## src/wnps_pkg.sv

```systemverilog
// Shared types, codes and constants for the weighted node placement selector.
// No dependencies; every other file of the block imports this package.
package wnps_pkg;

	localparam int DEF_NODE_SLOTS = 64;
	localparam int SLOT_FIELD_W   = 6;
	localparam int MEM_W          = 48;
	localparam int CPU_W          = 24;
	localparam int POD_W          = 10;
	localparam int WEIGHT_W       = 8;
	localparam int SCORE_W        = 14;
	localparam int NUM_W          = 63;
	localparam int QUOT_W         = 15;
	localparam int SUM_W          = 15;
	localparam int CFG_IDX_W      = 2;

	localparam logic [SCORE_W-1:0]  FULL_SCORE   = 14'd10000;
	localparam logic [6:0]          WEIGHT_SCALE = 7'd100;
	localparam logic [POD_W-1:0]    POD_MAX      = 10'd1023;
	localparam logic [WEIGHT_W-1:0] RST_CPU_W    = 8'd10;
	localparam logic [WEIGHT_W-1:0] RST_MEM_W    = 8'd10;
	localparam logic [WEIGHT_W-1:0] RST_POD_W    = 8'd5;

	typedef enum logic [CFG_IDX_W-1:0] {
		CFG_CPU_WEIGHT = 2'd0,
		CFG_MEM_WEIGHT = 2'd1,
		CFG_POD_WEIGHT = 2'd2
	} cfg_idx_t;

	typedef enum logic [2:0] {
		RQ_PLACE     = 3'd0,
		RQ_ADD       = 3'd1,
		RQ_REMOVE    = 3'd2,
		RQ_READY     = 3'd3,
		RQ_NOT_READY = 3'd4,
		RQ_SET_USAGE = 3'd5,
		RQ_SCORE_ONE = 3'd6,
		RQ_IGNORED   = 3'd7
	} req_type_t;

	typedef enum logic [1:0] {
		STAT_OK          = 2'd0,
		STAT_NO_NODE     = 2'd1,
		STAT_NOT_PRESENT = 2'd2,
		STAT_SLOT_USED   = 2'd3
	} status_t;

	typedef struct packed {
		req_type_t               req_type;
		logic [SLOT_FIELD_W-1:0] node_slot;
		logic [MEM_W-1:0]        mem_amount;
		logic [CPU_W-1:0]        cpu_amount;
		logic [POD_W-1:0]        pod_limit;
	} req_t;

	typedef struct packed {
		status_t                 status;
		logic [SLOT_FIELD_W-1:0] chosen_slot;
		logic [SCORE_W-1:0]      score;
	} rsp_t;

	typedef struct packed {
		logic [MEM_W-1:0] mem_cap;
		logic [MEM_W-1:0] mem_use;
		logic [CPU_W-1:0] cpu_cap;
		logic [CPU_W-1:0] cpu_use;
		logic [POD_W-1:0] pod_use;
		logic [POD_W-1:0] pod_cap;
	} entry_t;

	typedef enum logic [3:0] {
		S_IDLE, S_DECODE, S_SCAN, S_CHECK, S_PEN_MUL, S_PEN_CHK, S_PEN_DIV,
		S_SCORED, S_PICK, S_CHARGE, S_FIN
	} state_t;

	typedef enum logic [1:0] {ADDR_REQ, ADDR_SCAN, ADDR_BEST} addr_sel_t;
	typedef enum logic [1:0] {WR_NONE, WR_ADD, WR_USAGE, WR_CHARGE} wr_kind_t;
	typedef enum logic [2:0] {
		FL_NONE, FL_ADD, FL_REMOVE, FL_READY, FL_NOT_READY
	} flag_op_t;
	typedef enum logic [3:0] {
		RS_HOLD, RS_IGNORED, RS_SLOT_OK, RS_NOT_PRESENT, RS_USED,
		RS_INFEASIBLE, RS_SCORE, RS_NO_NODE, RS_PLACED
	} res_sel_t;

	typedef struct packed {
		logic      load_req;
		logic      rd_en;
		addr_sel_t rd_sel;
		wr_kind_t  wr_kind;
		flag_op_t  flag_op;
		logic      scan_init;
		logic      scan_next;
		logic      pen_load;
		logic      pen_chk;
		logic      pen_step;
		logic      pen_acc;
		logic      best_update;
		res_sel_t  res_sel;
		logic      out_load;
	} cmd_t;

	typedef struct packed {
		req_type_t req_type;
		logic      in_range;
		logic      present;
		logic      ready;
		logic      scan_elig;
		logic      scan_last;
		logic      fits;
		logic      pen_done;
		logic      pen_last;
		logic      found;
		logic      out_busy;
	} stat_t;

endpackage

```

## src/wnps_ctrl.sv

```systemverilog
// Sequencer of the placement selector: decodes each request and steps the
// datapath through reads, the slot scan, penalty division and write-back.
// Depends on wnps_pkg.
module wnps_ctrl (
	input  logic           clk,
	input  logic           arst_n,
	input  logic           req_valid,
	input  wnps_pkg::stat_t st,
	output wnps_pkg::cmd_t  cmd,
	output logic           busy
);
	import wnps_pkg::*;

	state_t state_q, state_d;

	always_ff @(posedge clk or negedge arst_n) begin
		if (!arst_n) begin
			state_q <= S_IDLE;
		end else begin
			state_q <= state_d;
		end
	end

	always_comb begin
		state_d = state_q;
		unique case (state_q)
			S_IDLE: begin
				if (req_valid) state_d = S_DECODE;
			end
			S_DECODE: begin
				unique case (st.req_type)
					RQ_PLACE: state_d = S_SCAN;
					RQ_SET_USAGE, RQ_SCORE_ONE: begin
						state_d = (st.in_range && st.present) ? S_CHECK : S_FIN;
					end
					default: state_d = S_FIN;
				endcase
			end
			S_SCAN: begin
				if (st.scan_elig) state_d = S_CHECK;
				else if (st.scan_last) state_d = S_PICK;
			end
			S_CHECK: begin
				unique case (st.req_type)
					RQ_SET_USAGE: state_d = S_FIN;
					RQ_SCORE_ONE: state_d = (st.ready && st.fits) ? S_PEN_MUL : S_FIN;
					default: begin
						if (st.fits) state_d = S_PEN_MUL;
						else state_d = st.scan_last ? S_PICK : S_SCAN;
					end
				endcase
			end
			S_PEN_MUL: state_d = S_PEN_CHK;
			S_PEN_CHK: state_d = S_PEN_DIV;
			S_PEN_DIV: begin
				if (st.pen_done) state_d = st.pen_last ? S_SCORED : S_PEN_MUL;
			end
			S_SCORED: begin
				if (st.req_type == RQ_SCORE_ONE) state_d = S_FIN;
				else state_d = st.scan_last ? S_PICK : S_SCAN;
			end
			S_PICK: state_d = st.found ? S_CHARGE : S_FIN;
			S_CHARGE: state_d = S_FIN;
			S_FIN: begin
				if (!st.out_busy) state_d = S_IDLE;
			end
			default: state_d = S_IDLE;
		endcase
	end

	always_comb begin
		cmd = '0;
		cmd.rd_sel = ADDR_REQ;
		cmd.wr_kind = WR_NONE;
		cmd.flag_op = FL_NONE;
		cmd.res_sel = RS_HOLD;
		unique case (state_q)
			S_IDLE: cmd.load_req = req_valid;
			S_DECODE: begin
				unique case (st.req_type)
					RQ_PLACE: cmd.scan_init = 1'b1;
					RQ_IGNORED: cmd.res_sel = RS_IGNORED;
					RQ_ADD: begin
						if (!st.in_range) cmd.res_sel = RS_NOT_PRESENT;
						else if (st.present) cmd.res_sel = RS_USED;
						else begin
							cmd.wr_kind = WR_ADD;
							cmd.flag_op = FL_ADD;
							cmd.res_sel = RS_SLOT_OK;
						end
					end
					default: begin
						if (!st.in_range || !st.present) begin
							cmd.res_sel = RS_NOT_PRESENT;
						end else begin
							unique case (st.req_type)
								RQ_REMOVE: begin
									cmd.flag_op = FL_REMOVE;
									cmd.res_sel = RS_SLOT_OK;
								end
								RQ_READY: begin
									cmd.flag_op = FL_READY;
									cmd.res_sel = RS_SLOT_OK;
								end
								RQ_NOT_READY: begin
									cmd.flag_op = FL_NOT_READY;
									cmd.res_sel = RS_SLOT_OK;
								end
								default: begin
									cmd.rd_en = 1'b1;
									cmd.rd_sel = ADDR_REQ;
								end
							endcase
						end
					end
				endcase
			end
			S_SCAN: begin
				if (st.scan_elig) begin
					cmd.rd_en = 1'b1;
					cmd.rd_sel = ADDR_SCAN;
				end else if (!st.scan_last) begin
					cmd.scan_next = 1'b1;
				end
			end
			S_CHECK: begin
				unique case (st.req_type)
					RQ_SET_USAGE: begin
						cmd.wr_kind = WR_USAGE;
						cmd.res_sel = RS_SLOT_OK;
					end
					RQ_SCORE_ONE: begin
						if (!(st.ready && st.fits)) cmd.res_sel = RS_INFEASIBLE;
					end
					default: begin
						if (!st.fits && !st.scan_last) cmd.scan_next = 1'b1;
					end
				endcase
			end
			S_PEN_MUL: cmd.pen_load = 1'b1;
			S_PEN_CHK: cmd.pen_chk = 1'b1;
			S_PEN_DIV: begin
				if (st.pen_done) cmd.pen_acc = 1'b1;
				else cmd.pen_step = 1'b1;
			end
			S_SCORED: begin
				if (st.req_type == RQ_SCORE_ONE) begin
					cmd.res_sel = RS_SCORE;
				end else begin
					cmd.best_update = 1'b1;
					cmd.scan_next = !st.scan_last;
				end
			end
			S_PICK: begin
				if (st.found) begin
					cmd.rd_en = 1'b1;
					cmd.rd_sel = ADDR_BEST;
				end else begin
					cmd.res_sel = RS_NO_NODE;
				end
			end
			S_CHARGE: begin
				cmd.wr_kind = WR_CHARGE;
				cmd.res_sel = RS_PLACED;
			end
			S_FIN: cmd.out_load = !st.out_busy;
			default: ;
		endcase
	end

	assign busy = (state_q != S_IDLE);

endmodule

```

## config.mk

```make
export PLATFORM = sky130hd
export DESIGN_NAME = wnps_ctrl
export DESIGN_NICKNAME = d
export VERILOG_FILES = /design/src/wnps_pkg.sv /design/src/wnps_ctrl.sv
export SDC_FILE = /design/constraint.sdc
export NUM_CORES = 1
export LEC_CHECK = 0
export BUFFER_PORTS_ARGS = -buffer_cell sky130_fd_sc_hd__buf_2
export CAP_MARGIN = 0
export CORE_ASPECT_RATIO = 0.9
export CORE_UTILIZATION = 44
export CTS_BUF_LIST = sky130_fd_sc_hd__clkbuf_8 sky130_fd_sc_hd__clkbuf_16
export DETAILED_ROUTE_END_ITERATION = 7
export GPL_TIMING_DRIVEN = 0
export PLACE_DENSITY = 0.85
export SETUP_SLACK_MARGIN = 0.05
export SKIP_CTS_REPAIR_TIMING = 1
export SLEW_MARGIN = 20
export SYNTH_ARGS = -nofsm -noshare
export SYNTH_HDL_FRONTEND = slang
export SYNTH_SLANG_ARGS = --single-unit
export TNS_END_PERCENT = 50
```

## constraint.sdc

```tcl
create_clock -name clk -period 4.4 [get_ports clk]
set_input_delay 0.66 -clock clk [delete_from_list [all_inputs] [get_ports clk]]
set_output_delay 0.66 -clock clk [all_outputs]
set_load 0.02 [all_outputs]
```

==> results by group, run 1 <==
Place
  – GP Congestion: ~0.93
  – Placed cells: 172
  – # port buffers: 36
  – DP Wirelength: ~1900 um

Floorplan
  – Die Span X: approximately 47 um
  – Starting density of the core: 0.477
  – Die Y: approximately 43 um
  – Core area: 1720 um^2
  – Io pins: 38
  – Total die area: between 2000 and 2500 um^2
  – FP Rows: 14

Timing
  – Final worst path period need: ~2.6 ns
  – Max_slew headroom: 0.681
  – Total negative slack: 0 ns
  – Final-report setup violation count: 0
  – RSZ-0062 raised after global routing: no
  – Fin. Hold Viols: 0
  – Fmax achieved: 382 MHz
  – Final Cycle Share: 0.595
  – Max-slew violation count: 0
  – Worst Tran Pin Value: around 0.48 ns
  – Fin Clk Skew: 0.00598 ns

Cells and area
  – Max FFs per register: 4
  – Layout overhead on the synthesized area: 30.7%
  – Nets: between 150 and 200
  – Antenna diodes: 0
  – Layout cell share with drive strength beyond 1: 0.364
  – Post-route insts no fill: between 150 and 200
  – Largest Register: state_q
  – # fillers: between 150 and 200
  – Biggest regs: state_q x4

Synth
  – Synthesized area: roughly 820 um^2
  – Synth Area in Compound Gates: 0.284
  – Syn_area_per_cell: ~7.3 um^2
  – Post-synthesis mux area share: 0.0382
  – FF+latch count, synth: 4
  – Sequential share of the synthesized area: 0.122
  – Most common flop cell mapped by yosys: dfrtp_1
  – Cells after Synth: roughly 110
  – Distinct cells, synth: 53
  – Number of flops mapped to enable cells by yosys: 0
  – Synth Area in Simple Gates: 0.437
  – Xor/xnor cell area share of the yosys netlist: 0.0214
  – Largest family of logic cells by synthesized area: simple AND/OR/NAND/NOR gates
  – Synth Area in Adders: 0.0122
  – Syn_nets: between 100 and 150
  – YS warnings: 0
  – Ys async rst share: 1.00

Critical path
  – CP startpoint kind: flop
  – CP endpoint kind: output port
  – Crit-path max FO: 6
  – Crit path arrival time: about 2.0 ns
  – Required @ worst endpoint: between 3 and 4 ns
  – Kind of critical path: flop to output port

Clocking
  – Bufs on Longest Clock Path: 2
  – CTS tree: yes
  – Clk_lat worst skew: 0.22 ns
  – Clock Sinks: 4
  – Clock buffer count from CTS: 3
  – CTS Root Cell: clkbuf_8
  – Reg clk slew, reported paths: roughly 0.03 ns
  – H-tree depth: 1

Min path
  – Hold WC Path Type: input pin to asynchronous set/reset pin

GRT
  – Initial antenna violation count: 0
  – Gr ovfl total: 0
  – Total track usage: 0.268
  – Vias in the first global route: just under 900
  – Largest net degree at the start of global routing: 11
  – First-pass GRT wire length: 3970 um

Pwr
  – Pwr Density: ~550 nW/um^2
  – Peak VDD IR: approximately 0.00031 V
  – Pleak: 0.544 nW

Routing
  – Post-route ant nets: 0
  – DRC viols: 0
  – Routed Wire Length: ~2500 um
  – Via count: ~1100
  – Via density per instance: 6.25
  – DR WL/cell: 14.5 um
  – DR pass1 iterations: 4
  – Initial DRC Count: 57

Outcome
  – Status: completed

Flow run
  – Max-cap violations: 0
==> Yosys cell counts, drive strengths merged (2+ instances only) <==
library cell | instances | area share
nor2 | 3 | 0.014
nor4 | 3 | 0.023
mux2i | 2 | 0.024
nor3 | 7 | 0.049
dfrtp | 4 | 0.12
nand3 | 6 | 0.037
nor3b | 2 | 0.018
nand2 | 8 | 0.040
o221ai | 3 | 0.032
buf | 7 | 0.053
and3 | 3 | 0.023
nor4b | 3 | 0.047
inv | 6 | 0.027
a21oi | 5 | 0.031
nand2b | 5 | 0.038
nand4 | 2 | 0.015
nor2b | 3 | 0.023
nand3b | 4 | 0.037
a21o | 3 | 0.027
o21a | 2 | 0.018
o21ai | 6 | 0.041
==> where the power goes <==
group	switching, mW	leakage [nW]	internal (mW)
sequential	0.0315	0.0513	0.0550
clock	0.0213	0.0216	0.0585
combinational	0.250	0.471	0.172
total	0.303	0.544	0.286
==> cell usage in the layout, fill, tap and decap left out, types with 2 or more instances in the layout <==
cell,Yosys,routed
a21o_1,3,3
a21oi_1,5,5
and3_1,3,3
buf_2,5,41
clkbuf_8,0,3
dfrtp_1,4,4
inv_1,6,6
mux2i_1,2,2
nand2_1,7,7
nand2b_1,5,5
nand3_1,6,6
nand3b_1,4,4
nand4_1,2,2
nor2_1,3,3
nor2b_1,3,3
nor3_1,6,6
nor3b_1,2,2
nor4_1,3,3
nor4b_2,2,2
o21a_1,2,2
o21ai_0,2,2
o21ai_1,3,3
o221ai_1,3,3
==> metrics by stage <==
stage / worst slack (ns) / total power [mW] / area [um^2] / hold slack [ns] / utilization
4_1_cts: 1.82 / 0.582 / 1070 / 0.238 / 0.624
3_3_place_gp: 2.01 / 0.487 / 1030 / 0.461 / 0.600
3_5_place_dp: 1.98 / 0.498 / 1030 / 0.470 / 0.600
6_report: 1.78 / 0.589 / 1070 / 0.240 / 0.624
2_1_floorplan: 2.05 / 0.390 / 820 / 0.364 / -
5_1_grt: 1.71 / 0.625 / 1070 / 0.254 / 0.624
==> critical path, cell delays in order (launching register included) <==
cell and delay, ns:
dfrtp_1 0.44, nor4b_2 0.51, nand3_1 0.24, o21bai_1 0.27, or2_1 0.13, buf_2 0.15
==> cell families (layout without fill, tap and decap cells) <==
logic type	Yosys count	after routing
buf+inv	14	53
mux	3	3
simple gates	56	56
flops	4	4
xor+xnor	2	2
fa+ha+maj	1	1
compound gates	32	32
==> cell type report <==
| type | instances | area, um^2 | share of cell area |
|---|---|---|---|
| tap | 24 | 30.0 | 0.0280 |
| multi-input combinational | 94 | 649 | 0.606 |
| timing repair buffer | 36 | 180 | 0.168 |
| clock buffer | 3 | 41.3 | 0.0386 |
| buffer | 8 | 47.5 | 0.0444 |
| sequential | 4 | 100 | 0.0935 |
| inverter | 6 | 22.5 | 0.0210 |
==> routing by layer <==
layer | part of all wire | up-vias | GRT usage
li1 | - | 513 | -
met1 | 0.42 | 497 | 0.390
met2 | 0.45 | 76 | 0.414
met3 | 0.11 | 7 | 0.0170
met4 | 0.019 | 0 | 0.0743
met5 | 0 | - | 0
==> worst paths after layout <==
path / start / end / slack [ns] / depth (start not counted)
min in group clk: st[0] / state_q[3] / 0.78 / 3
worst max register to register: state_q[2] / state_q[0] / 2.71 / 4
worst max-delay path: state_q[2] / cmd[19] / 1.78 / 5
worst min-delay path: arst_n / state_q[0] / 0.24 / 1
worst min register to register: state_q[0] / state_q[3] / 0.79 / 3
max in group asynchronous: arst_n / state_q[1] / 4.03 / 1
No activity file was read; power rests on OpenSTA's default activity.
==> run 2: changes to the inputs <==
--- a/config.mk
+++ b/config.mk
@@ -8,7 +8,7 @@
 export BUFFER_PORTS_ARGS = -buffer_cell sky130_fd_sc_hd__buf_2
 export CAP_MARGIN = 0
 export CORE_ASPECT_RATIO = 0.9
-export CORE_UTILIZATION = 44
+export CORE_UTILIZATION = 42
 export CTS_BUF_LIST = sky130_fd_sc_hd__clkbuf_8 sky130_fd_sc_hd__clkbuf_16
 export DETAILED_ROUTE_END_ITERATION = 7
 export GPL_TIMING_DRIVEN = 0
==> constraint.sdc (replaced) <==
create_clock -name clk -period 2.3 [get_ports clk]
set_input_delay 0.345 -clock clk [delete_from_list [all_inputs] [get_ports clk]]
set_output_delay 0.345 -clock clk [all_outputs]
set_load 0.02 [all_outputs]
==> run 2 against run 1 <==
  * Non-clock buffer count grew 1
  * Flip-flop and latch count is the same
  * Clock skew shrank 0.0052 ns
  * Worst hold slack gained 0.24 ns
  * Critical path depth is the same
  * Final area grew 2.3%
  * Via count shrank 3.2%
  * Sequential power grew 98%
  * Clock power grew 72%
  * Clock-buffer cell count is the same
==> results by group, run 2 (synthesis results as in run 1) <==
Pwr
  – Flop pwr share: 0.152 (was 0.147)
  – Post-layout power: 1.13 mW (was 0.589 mW)
  – Net Sw Frac: 0.508 (was 0.514)
  – Pwr Density: 1030 nW/um^2 (was 550 nW/um^2)
  – Clk pwr share: 0.122 (was 0.135)
  – Pint: 0.556 mW (was 0.286 mW)
  – P_sw: 0.573 mW (was 0.303 mW)
  – Gate power share: 0.727 (was 0.718)
  – Peak VDD IR: 0.000759 V (was 0.000310 V)
  – Pleak: 0.552 nW (was 0.544 nW)

Routing
  – DRC viols: 0 (unchanged)
  – Via density per instance: 6.01 (was 6.25)
  – DR pass1 iterations: 4 (unchanged)
  – Via count: 1058 (was 1093)
  – DR WL/cell: 13.9 um (was 14.5 um)
  – Initial DRC Count: 56 (was 57)
  – Routed Wire Length: 2450 um (was 2530 um)
  – Post-route ant nets: 0 (unchanged)

Timing
  – Final Cycle Share: 0.930
  – Max-slew violation count: 0 (unchanged)
  – Fin. Hold Viols: 0 (unchanged)
  – Total negative slack: 0 ns (unchanged)
  – Final worst path period need: between 2 and 2.5 ns
  – Fin Clk Skew: 0.000797 ns (was 0.00598 ns)
  – Final-report setup violation count: 0 (unchanged)
  – Fmax achieved: approximately 470 MHz
  – RSZ-0062 raised after global routing: no (unchanged)
  – Max_slew headroom: 0.733 (was 0.681)
  – Worst Tran Pin Value: 0.400 ns (was 0.478 ns)

Cells and area
  – Largest Register: state_q (unchanged)
  – Layout overhead on the synthesized area: 33.7% (was 30.7%)
  – Final core occ: 0.626 (was 0.624)
  – Antenna diodes: 0 (unchanged)
  – # fillers: 161 (was 167)
  – Post-route insts no fill: 176 (was 175)
  – Most frequent cells in the layout: 41 x buf_2, 7 x nand2_1, 6 x inv_1, 6 x nand3_1, 6 x nor3_1 (unchanged)
  – Layout cell share with drive strength beyond 1: 0.368 (was 0.364)
  – Nets: 170 (was 169)
  – Commonest non-fill, non-tap cell in the layout: buf_2 (unchanged)
  – Biggest regs: state_q x4 (unchanged)
  – Max FFs per register: 4 (unchanged)

GRT
  – Global-route layer with the greatest usage: met2 (unchanged)
  – Largest net degree at the start of global routing: 11 (unchanged)
  – GRT met1 Usage: 0.315 (was 0.390)
  – Initial antenna violation count: 0 (unchanged)
  – Met3 usage: 0.0351 (was 0.0170)
  – Total track usage: 0.235 (was 0.268)
  – First-pass GRT wire length: 3950 um (was 3970 um)
  – Met2 Usage GRT: 0.403 (was 0.414)
  – Gr ovfl total: 0 (unchanged)
  – Vias in the first global route: 942 (was 865)

Critical path
  – R2r endpoint: state_q[0] (unchanged)
  – CP endpoint kind: output port (unchanged)
  – Crit-path max FO: 6 (unchanged)
  – Reg-to-reg critical path startpoint: state_q[1] (was state_q[2])
  – Worst r2r path cells: 4 (unchanged)
  – Kind of critical path: flop to output port (unchanged)
  – CP startpoint kind: flop (unchanged)
  – Required @ worst endpoint: 1.96 ns (was 3.74 ns)
  – Crit path arrival time: 1.79 ns (was 1.96 ns)
  – R2R setup slack: 0.74 ns (was 2.71 ns)

Floorplan
  – Starting density of the core: 0.468 (was 0.477)
  – Die Span X: 48.6 um (was 47.5 um)
  – Core area: 1750 um^2 (was 1720 um^2)
  – Total die area: 2130 um^2 (was 2040 um^2)
  – Io pins: 38 (unchanged)
  – Die Y: 43.9 um (was 42.9 um)
  – FP Rows: 14 (unchanged)

Outcome
  – Status: completed (unchanged)

Clocking
  – H-tree depth: 1 (unchanged)
  – Clk_lat worst skew: 0.21 ns (was 0.22 ns)
  – Clock buffer count from CTS: 3 (unchanged)
  – CTS Root Cell: clkbuf_8 (unchanged)
  – Reg clk slew, reported paths: 0.03 ns (about the same)
  – Clock Sinks: 4 (unchanged)
  – Bufs on Longest Clock Path: 2 (unchanged)
  – CTS tree: yes (unchanged)

Min path
  – Hold WC Path Type: input pin to asynchronous set/reset pin (unchanged)

Place
  – # port buffers: 36 (unchanged)
  – Placed cells: 172 (unchanged)
  – GP Congestion: 0.902 (was 0.932)
  – DP Wirelength: 1920 um (was 1900 um)

Flow run
  – Max-cap violations: 0 (unchanged)
## run 2: cell count changes in the layout (fill, tap and decap cells not counted), sizes merged
| cell | delta |
|---|---|
| dlygate4sd3 | +1 |
## run 2: worst max path at each step
stage / start / to / slack, ns / cells after the start
6_report: state_q[2] / cmd[19] / 0.16 / 5
5_1_grt: state_q[2] / cmd[19] / 0.1 / 5
4_1_cts: state_q[2] / cmd[19] / 0.07 / 5
3_5_place_dp: state_q[2] / cmd[19] / 0.30 / 5
3_3_place_gp: state_q[2] / cmd[19] / 0.32 / 5
2_1_floorplan: state_q[2] / cmd[14] / 0.35 / 3
## run 2: routing by layer
layer | up-vias | part of all wire | wire, um
met3 | 2 | 0.095 | 232
met4 | 0 | 0.0070 | 17
li1 | 514 | - | -
met2 | 72 | 0.47 | 1150
met1 | 470 | 0.43 | 1050
met5 | - | 0 | 0
## run 2: area by class of cell
cell class | count | area [um^2] | area share
multi-input cells | 94 | 664 | 0.606
repair buffers | 37 | 190 | 0.174
flip-flops and latches | 4 | 100 | 0.0913
plain buffers | 8 | 47.5 | 0.0434
clock buffers | 3 | 41.3 | 0.0377
well taps | 24 | 30.0 | 0.0274
inverters | 6 | 22.5 | 0.0205
## run 2: power by group through the flow
stage                     registers, mW  clock network, mW  logic, mW
final                             0.171              0.137      0.821
after global routing              0.178              0.146      0.889
after CTS                         0.161              0.140      0.797
after detailed placement          0.162                  0      0.796
after global placement            0.159                  0      0.772
after floorplan                   0.149                  0      0.597
## run 2: critical path, cell delays in order, from the launching register on
cell,delay [ns]
dfrtp_1,0.44
nor4b_4,0.42
nand3_1,0.22
o21bai_1,0.24
or2_1,0.12
buf_2,0.15
## run 2: stage by stage
stage                     setup slack (ns)  instance area (um^2)  hold slack [ns]
final                                0.161                  1100            0.477
after global routing                0.0975                  1100            0.490
after CTS                           0.0729                  1070          -0.0686
after detailed placement             0.301                  1030            0.149
after global placement               0.324                  1030            0.147
after floorplan                      0.350                   820           0.0494
